[config.mk]
export PLATFORM = sky130hd
export DESIGN_NAME = binary_square_cover_check_top
export DESIGN_NICKNAME = d
export VERILOG_FILES = /design/src/rtl/bscc_pkg.sv /design/src/rtl/bscc_core.sv /design/src/rtl/bscc_out_buf.sv /design/src/rtl/binary_square_cover_check_top.sv
export SDC_FILE = /design/constraint.sdc
export NUM_CORES = 1
export LEC_CHECK = 0
export ABC_AREA = 1
export BUFFER_PORTS_ARGS = -buffer_cell sky130_fd_sc_hd__buf_4
export CORE_MARGIN = 2
export CORE_UTILIZATION = 30
export CTS_CLUSTER_SIZE = 24
export DETAILED_ROUTE_END_ITERATION = 16
export PLACE_DENSITY = 0.49
export SLEW_MARGIN = 20
export SYNTH_ARGS = -nofsm -noshare
export SYNTH_HDL_FRONTEND = slang
export SYNTH_SLANG_ARGS = --single-unit
[constraint.sdc]
create_clock -name clk -period 9.3 [get_ports clk]
set_input_delay 0.93 -clock clk [delete_from_list [all_inputs] [get_ports clk]]
set_output_delay 0.93 -clock clk [all_outputs]
set_load 0.005 [all_outputs]
[src/rtl/bscc_pkg.sv]
// shared types and constants for the binary square cover check block
`timescale 1ns / 1ps
`default_nettype none

package bscc_pkg;

    localparam int POS_W     = 7;
    localparam int COORD_W   = 6;
    localparam int COUNT_W   = 12;
    localparam int CFG_IDX_W = 1;

    localparam logic [CFG_IDX_W-1:0] REG_IMAGE_ROWS = 1'd0;
    localparam logic [CFG_IDX_W-1:0] REG_IMAGE_COLS = 1'd1;

    localparam logic [COUNT_W-1:0] COUNT_MAX = {COUNT_W{1'b1}};

    typedef struct packed {
        logic               square_found;
        logic [COORD_W-1:0] square_row;
        logic [COORD_W-1:0] square_col;
        logic               image_done;
        logic               feasible;
        logic [COUNT_W-1:0] square_count;
    } result_t;

    // limit a dimension or position to the range lo..hi
    function automatic logic [POS_W-1:0] clamp_pos(input logic [POS_W-1:0] v,
                                                   input logic [POS_W-1:0] lo,
                                                   input logic [POS_W-1:0] hi);
        logic [POS_W-1:0] r;
        if (v < lo)
        begin
            r = lo;
        end
        else if (v > hi)
        begin
            r = hi;
        end
        else
        begin
            r = v;
        end
        return r;
    endfunction

endpackage

`default_nettype wire

[src/rtl/bscc_core.sv]
// row buffers, 2x2 window detection, coverage tracking and counters
`timescale 1ns / 1ps
`default_nettype none

module bscc_core
    import bscc_pkg::*;
#(
    parameter int MAX_DIM = 64
)
(
    input  wire logic             clk,
    input  wire logic             rst_n,
    input  wire logic             accept,
    input  wire logic             pixel,
    input  wire logic [POS_W-1:0] image_rows,
    input  wire logic [POS_W-1:0] image_cols,
    output result_t               result
);

    localparam int IDX_W = (MAX_DIM > 1) ? $clog2(MAX_DIM) : 1;
    localparam logic [POS_W-1:0] DIM_HI = POS_W'(MAX_DIM);
    localparam logic [POS_W-1:0] DIM_LO = POS_W'(2);
    localparam logic [POS_W-1:0] ONE    = POS_W'(1);

    logic [MAX_DIM-1:0] prev_pix_reg, prev_pix_next;
    logic [MAX_DIM-1:0] cur_pix_reg,  cur_pix_next;
    logic [MAX_DIM-1:0] prev_cov_reg, prev_cov_next;
    logic [MAX_DIM-1:0] cur_cov_reg,  cur_cov_next;
    logic               unc_reg,      unc_next;
    logic [POS_W-1:0]   row_reg,      row_next;
    logic [POS_W-1:0]   col_reg,      col_next;
    logic [COUNT_W-1:0] count_reg,    count_next;

    logic [POS_W-1:0]   rows_cl, cols_cl, c, r;
    logic [POS_W-1:0]   c_m1, c_m2, r_m1;
    logic [IDX_W-1:0]   idx_a, idx_b;
    logic [MAX_DIM-1:0] pix_set, win_mask, cur_pix_w, prev_cov_w, cur_cov_w;
    logic               found, row_end, last, unc_w;
    logic [COUNT_W-1:0] count_w;

    always_comb
    begin
        rows_cl = clamp_pos(image_rows, DIM_LO, DIM_HI);
        cols_cl = clamp_pos(image_cols, DIM_LO, DIM_HI);
        c       = clamp_pos(col_reg, ONE, DIM_HI);
        r       = row_reg;
        c_m1    = c - ONE;
        c_m2    = c - POS_W'(2);
        r_m1    = r - ONE;
        idx_a   = c_m1[IDX_W-1:0];
        idx_b   = c_m2[IDX_W-1:0];

        // one-hot of the current column and the two-column window mask
        for (int k = 0; k < MAX_DIM; k++)
        begin
            pix_set[k]  = pixel && (IDX_W'(k) == idx_a);
            win_mask[k] = (c > ONE) && ((IDX_W'(k) == idx_a) || (IDX_W'(k) == idx_b));
        end

        cur_pix_w = cur_pix_reg | pix_set;
        found     = (r > ONE) && (c > ONE) &&
                    prev_pix_reg[idx_a] && prev_pix_reg[idx_b] &&
                    cur_pix_w[idx_a] && cur_pix_w[idx_b];

        prev_cov_w = found ? (prev_cov_reg | win_mask) : prev_cov_reg;
        cur_cov_w  = found ? (cur_cov_reg | win_mask)  : cur_cov_reg;
        count_w    = (found && (count_reg != COUNT_MAX)) ? count_reg + COUNT_W'(1) : count_reg;

        row_end = (c >= cols_cl);
        last    = row_end && (r >= rows_cl);

        // a row is judged when it retires, both rows at the end of the image
        unc_w = unc_reg
              | (row_end && (|(prev_pix_reg & ~prev_cov_w)))
              | (last && (|(cur_pix_w & ~cur_cov_w)));

        result.square_found = found;
        result.square_row   = found ? r_m1[COORD_W-1:0] : '0;
        result.square_col   = found ? c_m1[COORD_W-1:0] : '0;
        result.image_done   = last;
        result.feasible     = last && !unc_w;
        result.square_count = count_w;

        prev_pix_next = prev_pix_reg;
        cur_pix_next  = cur_pix_reg;
        prev_cov_next = prev_cov_reg;
        cur_cov_next  = cur_cov_reg;
        unc_next      = unc_reg;
        row_next      = row_reg;
        col_next      = col_reg;
        count_next    = count_reg;

        if (accept)
        begin
            if (last)
            begin
                prev_pix_next = '0;
                cur_pix_next  = '0;
                prev_cov_next = '0;
                cur_cov_next  = '0;
                unc_next      = 1'b0;
                row_next      = ONE;
                col_next      = ONE;
                count_next    = '0;
            end
            else if (row_end)
            begin
                prev_pix_next = cur_pix_w;
                prev_cov_next = cur_cov_w;
                cur_pix_next  = '0;
                cur_cov_next  = '0;
                unc_next      = unc_w;
                row_next      = r + ONE;
                col_next      = ONE;
                count_next    = count_w;
            end
            else
            begin
                cur_pix_next  = cur_pix_w;
                prev_cov_next = prev_cov_w;
                cur_cov_next  = cur_cov_w;
                unc_next      = unc_w;
                col_next      = c + ONE;
                count_next    = count_w;
            end
        end
    end

    always_ff @(posedge clk or negedge rst_n)
    begin
        if (!rst_n)
        begin
            prev_pix_reg <= '0;
            cur_pix_reg  <= '0;
            prev_cov_reg <= '0;
            cur_cov_reg  <= '0;
            unc_reg      <= 1'b0;
            row_reg      <= ONE;
            col_reg      <= ONE;
            count_reg    <= '0;
        end
        else
        begin
            prev_pix_reg <= prev_pix_next;
            cur_pix_reg  <= cur_pix_next;
            prev_cov_reg <= prev_cov_next;
            cur_cov_reg  <= cur_cov_next;
            unc_reg      <= unc_next;
            row_reg      <= row_next;
            col_reg      <= col_next;
            count_reg    <= count_next;
        end
    end

endmodule

`default_nettype wire

[src/rtl/bscc_out_buf.sv]
// result register with a one-entry skid stage toward the output channel
`timescale 1ns / 1ps
`default_nettype none

module bscc_out_buf
    import bscc_pkg::*;
(
    input  wire logic clk,
    input  wire logic rst_n,
    input  wire logic in_valid,
    output logic      in_ready,
    input  result_t   in_data,
    output logic      out_valid,
    input  wire logic out_ready,
    output result_t   out_data
);

    logic    main_valid_reg, main_valid_next;
    logic    skid_valid_reg, skid_valid_next;
    result_t main_reg, main_next;
    result_t skid_reg, skid_next;
    logic    take, drain;

    always_comb
    begin
        in_ready  = !skid_valid_reg;
        out_valid = main_valid_reg;
        out_data  = main_reg;
        take      = in_valid && !skid_valid_reg;
        drain     = main_valid_reg && out_ready;

        main_valid_next = main_valid_reg;
        skid_valid_next = skid_valid_reg;
        main_next       = main_reg;
        skid_next       = skid_reg;

        if (drain)
        begin
            if (skid_valid_reg)
            begin
                main_next       = skid_reg;
                skid_valid_next = 1'b0;
            end
            else if (take)
            begin
                main_next = in_data;
            end
            else
            begin
                main_valid_next = 1'b0;
            end
        end
        else if (take)
        begin
            // receiver stalled with a result pending: park the new one
            if (main_valid_reg)
            begin
                skid_next       = in_data;
                skid_valid_next = 1'b1;
            end
            else
            begin
                main_next       = in_data;
                main_valid_next = 1'b1;
            end
        end
    end

    always_ff @(posedge clk or negedge rst_n)
    begin
        if (!rst_n)
        begin
            main_valid_reg <= 1'b0;
            skid_valid_reg <= 1'b0;
        end
        else
        begin
            main_valid_reg <= main_valid_next;
            skid_valid_reg <= skid_valid_next;
        end
    end

    always_ff @(posedge clk)
    begin
        main_reg <= main_next;
        skid_reg <= skid_next;
    end

endmodule

`default_nettype wire

[src/rtl/binary_square_cover_check_top.sv]
// Binary 2x2 square cover check: a binary image streams in one pixel per
// transaction in row-major order on the s_ side. Every pixel yields one result
// on the m_ side: whether it completes an all-ones 2x2 window, that window's
// 1-based top-left row and column, the running window count, and on the last
// pixel of the image (m_tlast) whether every set pixel lies in some window.
// Image size comes from the cfg channel (index 0 rows, 1 columns, 2..MAX_DIM,
// other values clamped); write it only while no pixel is in flight.
// The result is registered before m_tvalid. Throughput is one pixel per cycle
// while the receiver keeps up, set by the single pass through the row-buffer
// window logic between the state registers and the result register.
// Reset clears the row buffers, positions, count and the output stage, and
// sets both dimensions to 64. When the receiver stalls, one more pixel is
// taken into a skid register; s_tready then drops until the stage drains.
// After the last pixel all image state clears and the next pixel starts a
// new image.
`timescale 1ns / 1ps
`default_nettype none

module binary_square_cover_check_top
    import bscc_pkg::*;
#(
    parameter int MAX_DIM = 64
)
(
    input  wire logic                 clk,
    input  wire logic                 rst_n,
    input  wire logic                 s_tvalid,
    output logic                      s_tready,
    input  wire logic [7:0]           s_tdata,    // [0] pixel, [7:1] zero
    output logic                      m_tvalid,
    input  wire logic                 m_tready,
    output logic [31:0]               m_tdata,    // [0] square_found, [6:1] square_row,
                                                  // [12:7] square_col, [13] feasible,
                                                  // [25:14] square_count, [31:26] zero
    output logic                      m_tlast,    // image_done
    input  wire logic                 cfg_valid,
    output logic                      cfg_ready,
    input  wire logic [CFG_IDX_W-1:0] cfg_index,
    input  wire logic [POS_W-1:0]     cfg_data
);

    logic [POS_W-1:0] rows_reg, rows_next;
    logic [POS_W-1:0] cols_reg, cols_next;
    logic             accept;
    result_t          core_res;
    result_t          out_res;

    always_comb
    begin
        cfg_ready = 1'b1;
        rows_next = rows_reg;
        cols_next = cols_reg;
        if (cfg_valid)
        begin
            case (cfg_index)
                REG_IMAGE_ROWS: rows_next = cfg_data;
                REG_IMAGE_COLS: cols_next = cfg_data;
                default:        ;
            endcase
        end
    end

    always_ff @(posedge clk or negedge rst_n)
    begin
        if (!rst_n)
        begin
            rows_reg <= POS_W'(64);
            cols_reg <= POS_W'(64);
        end
        else
        begin
            rows_reg <= rows_next;
            cols_reg <= cols_next;
        end
    end

    assign accept = s_tvalid && s_tready;

    bscc_core #(
        .MAX_DIM (MAX_DIM)
    ) u_core (
        .clk        (clk),
        .rst_n      (rst_n),
        .accept     (accept),
        .pixel      (s_tdata[0]),
        .image_rows (rows_reg),
        .image_cols (cols_reg),
        .result     (core_res)
    );

    bscc_out_buf u_out (
        .clk       (clk),
        .rst_n     (rst_n),
        .in_valid  (s_tvalid),
        .in_ready  (s_tready),
        .in_data   (core_res),
        .out_valid (m_tvalid),
        .out_ready (m_tready),
        .out_data  (out_res)
    );

    assign m_tdata = {6'd0, out_res.square_count, out_res.feasible, out_res.square_col,
                      out_res.square_row, out_res.square_found};
    assign m_tlast = out_res.image_done;

endmodule

`default_nettype wire

==> run metrics <==
outcome finished, final reports clean; CP endpoint kind flip-flop; vias in the first global route 20,123; input/output buffers 42; Critical Path Source Type flip-flop; # placed instances 3,923; Nets 3,068; Main synth FF type dfrtp_1; largest net degree at the start of global routing 81; DR vias 20,874; first-pass GRT wire length 127 mm; crit path kind flip-flop to flip-flop; Net Sw Power 5.80 mW; clock sinks 353; Fin. Hold Viols 0; actual slew at the worst max-slew pin 1050 ps; min-delay worst type primary input to asynchronous set/reset pin; dpl hpwl 56.0 mm; drt first pass iters 8; Tot Pwr 10.3 mW; internal power 4.52 mW; RePlAce Congestion 0.963; most frequent cells in the layout nand2_1, inv_1, dfrtp_1; Netlist Area Pre-Place 21,900 µm²; period utilisation layout 78.6%; asr flop ratio synth 84.7%; Vias per Instance 5.22; number of gates resized after cts 0; height of the die 274 µm; grt ovf 0; flops & latches, synth 353; I/O pins 57; part of the power in combinational logic 62.4%; drt wl/cell 20.8 µm; Pleak 11.3 nW; Rows 98; most used cell, CP nand2_1; Setup violations, final 0; Clk Latency, worst-skew pair 600 ps; CTS Buffer Depth 3; RSZ-0062 raised after global routing false; Sw Ratio 56.2%; Die W 274 µm; Starting Density 30.4%; final WL 83.3 mm; yosys warns 0; CP max FO 24; CTS tree done; H-tree depth 2; share of cells above drive strength 1 6.89%; Gate Count Post-Synth 3,051; Setup Buffers After CTS 0; Clock Tree Root clkbuf_16; Max Fclk 137 MHz; Worst EP required 9680 ps; Worst-path clk slew 60 ps; crit path time final 7310 ps; DRT iter0 DRCs 2,183; Clk pwr share 16.2%; Finished Core Util 34.0%; VDD IR-drop max 527 µV; CP arrival 7700 ps; average size of a mapped cell 7.16 µm²; Fin Clk Skew 20.1 ps; Layout area overhead 11.8%; Seq/Total Area, Yosys 41.7%; final cell count without fillers 4,000; fin. max-slew vios 0; Antenna Diode Count 0; Core Region 71,900 µm²; slowest library cell on the worst path a21oi_4; commonest non-fill, non-tap cell in the layout nand2_1; power density cells 423 nW/µm²; Post-synth EDFFs 54; # hold bufs at CTS 0; Max stage delay on crit path 700 ps; GR Util All Layers 22.2%; antenna violations before repair 0; Fin Setup TNS 0 ps; number of remaining DRC errors 0; Antenna Violating Nets Remaining 0; post-synth cell types 57; total die area 75,000 µm²; TritonCTS Buffers 43; max-cap violations 0; Slew HR 30.0%; sequential share of power 21.4%
-- kinds of logic (layout without fill, tap and decap cells) --
kind of cell	Yosys count	count (layout)	synth area share (%)
compound gates	641	641	17.4
other cells	2	7	0.0344
xor+xnor	20	20	0.922
buf+inv	697	691	12.4
flops	353	353	41.7
simple gates	1309	1309	26.0
fa+ha+maj	29	29	1.66
-- per-layer routing --
metal	share of wire (%)	global-route usage, %	wire length (µm)
met3	8.0	3.98	6680
met5	0	0	0
met4	3.9	8.35	3210
met2	44	34.4	36700
met1	44	30.6	36700
-- power by group through the flow --
stage,Sequential [mW],Combinational (mW),Clock [mW]
after floorplan,2.19,3.95,0
after global placement,2.23,6.29,0
after detailed placement,2.23,6.28,0
after CTS,2.21,6.30,1.71
after global routing,2.26,6.88,1.78
final,2.21,6.44,1.67
-- path summary, 6_finish.rpt --
| path | cells past startpoint | slack [ps] | endpoint | start |
|---|---|---|---|---|
| max in group asynchronous | 3 | 7060 | u_core.r[1] | rst_n |
| worst max register to register | 31 | 1990 | u_out.skid_reg[12] | u_core.col_reg[2] |
| worst max-delay path | 31 | 1990 | u_out.skid_reg[12] | u_core.col_reg[2] |
| min in group clk | 2 | 500 | rows_reg[1] | rows_reg[1] |
| worst min-delay path | 1 | 310 | u_core.prev_cov_reg[42] | rst_n |
| worst min register to register | 2 | 500 | rows_reg[1] | rows_reg[1] |
-- Yosys cell counts, types with 4 or more instances --
| master | count | area share [%] |
|---|---|---|
| nor2_1 | 259 | 4.4 |
| buf_2 | 20 | 0.46 |
| dfstp_2 | 4 | 0.48 |
| nor3b_1 | 5 | 0.17 |
| o21ai_1 | 12 | 0.27 |
| nand3_1 | 253 | 5.8 |
| a21oi_1 | 169 | 3.9 |
| nand2_1 | 660 | 11 |
| buf_1 | 20 | 0.34 |
| edfxtp_1 | 54 | 7.4 |
| xor2_1 | 18 | 0.72 |
| ha_1 | 29 | 1.7 |
| o21ai_0 | 209 | 4.8 |
| nand2_2 | 7 | 0.20 |
| o311ai_0 | 39 | 1.6 |
| nand4_2 | 5 | 0.29 |
| o22ai_1 | 83 | 2.4 |
| a211oi_1 | 100 | 3.4 |
| a31oi_1 | 10 | 0.29 |
| inv_1 | 514 | 8.8 |
| inv_2 | 13 | 0.22 |
| nand4_1 | 77 | 2.2 |
| buf_4 | 13 | 0.45 |
| clkbuf_1 | 112 | 1.9 |
| nor3_1 | 20 | 0.46 |
| dfrtp_1 | 295 | 34 |
-- area by class of cell --
type	count	area, µm²
Fill cell	7814	47400
Multi-Input combinational cell	2006	10100
Sequential cell	353	9110
Inverter	530	2000
Clock buffer	68	1250
Tap cell	950	1190
Timing Repair Buffer	84	676
Clock inverter	9	106
-- stage by stage --
step	setup WS [ps]	hold slack, ps	cell area, µm²
after floorplan	4320	453	21900
after global placement	2170	485	23100
after detailed placement	2290	491	23100
after CTS	2280	331	24400
after global routing	1710	351	24400
final	1990	307	24400
-- critical path, delay by kind of cell, from the launching register on --
family | cells | cell delay (ps)
simple gates | 21 | 3830
compound gates | 5 | 1510
buf+inv | 4 | 940
flops | 1 | 460
fa+ha+maj | 1 | 310
Note: power is estimated with default switching activity, not from simulation.
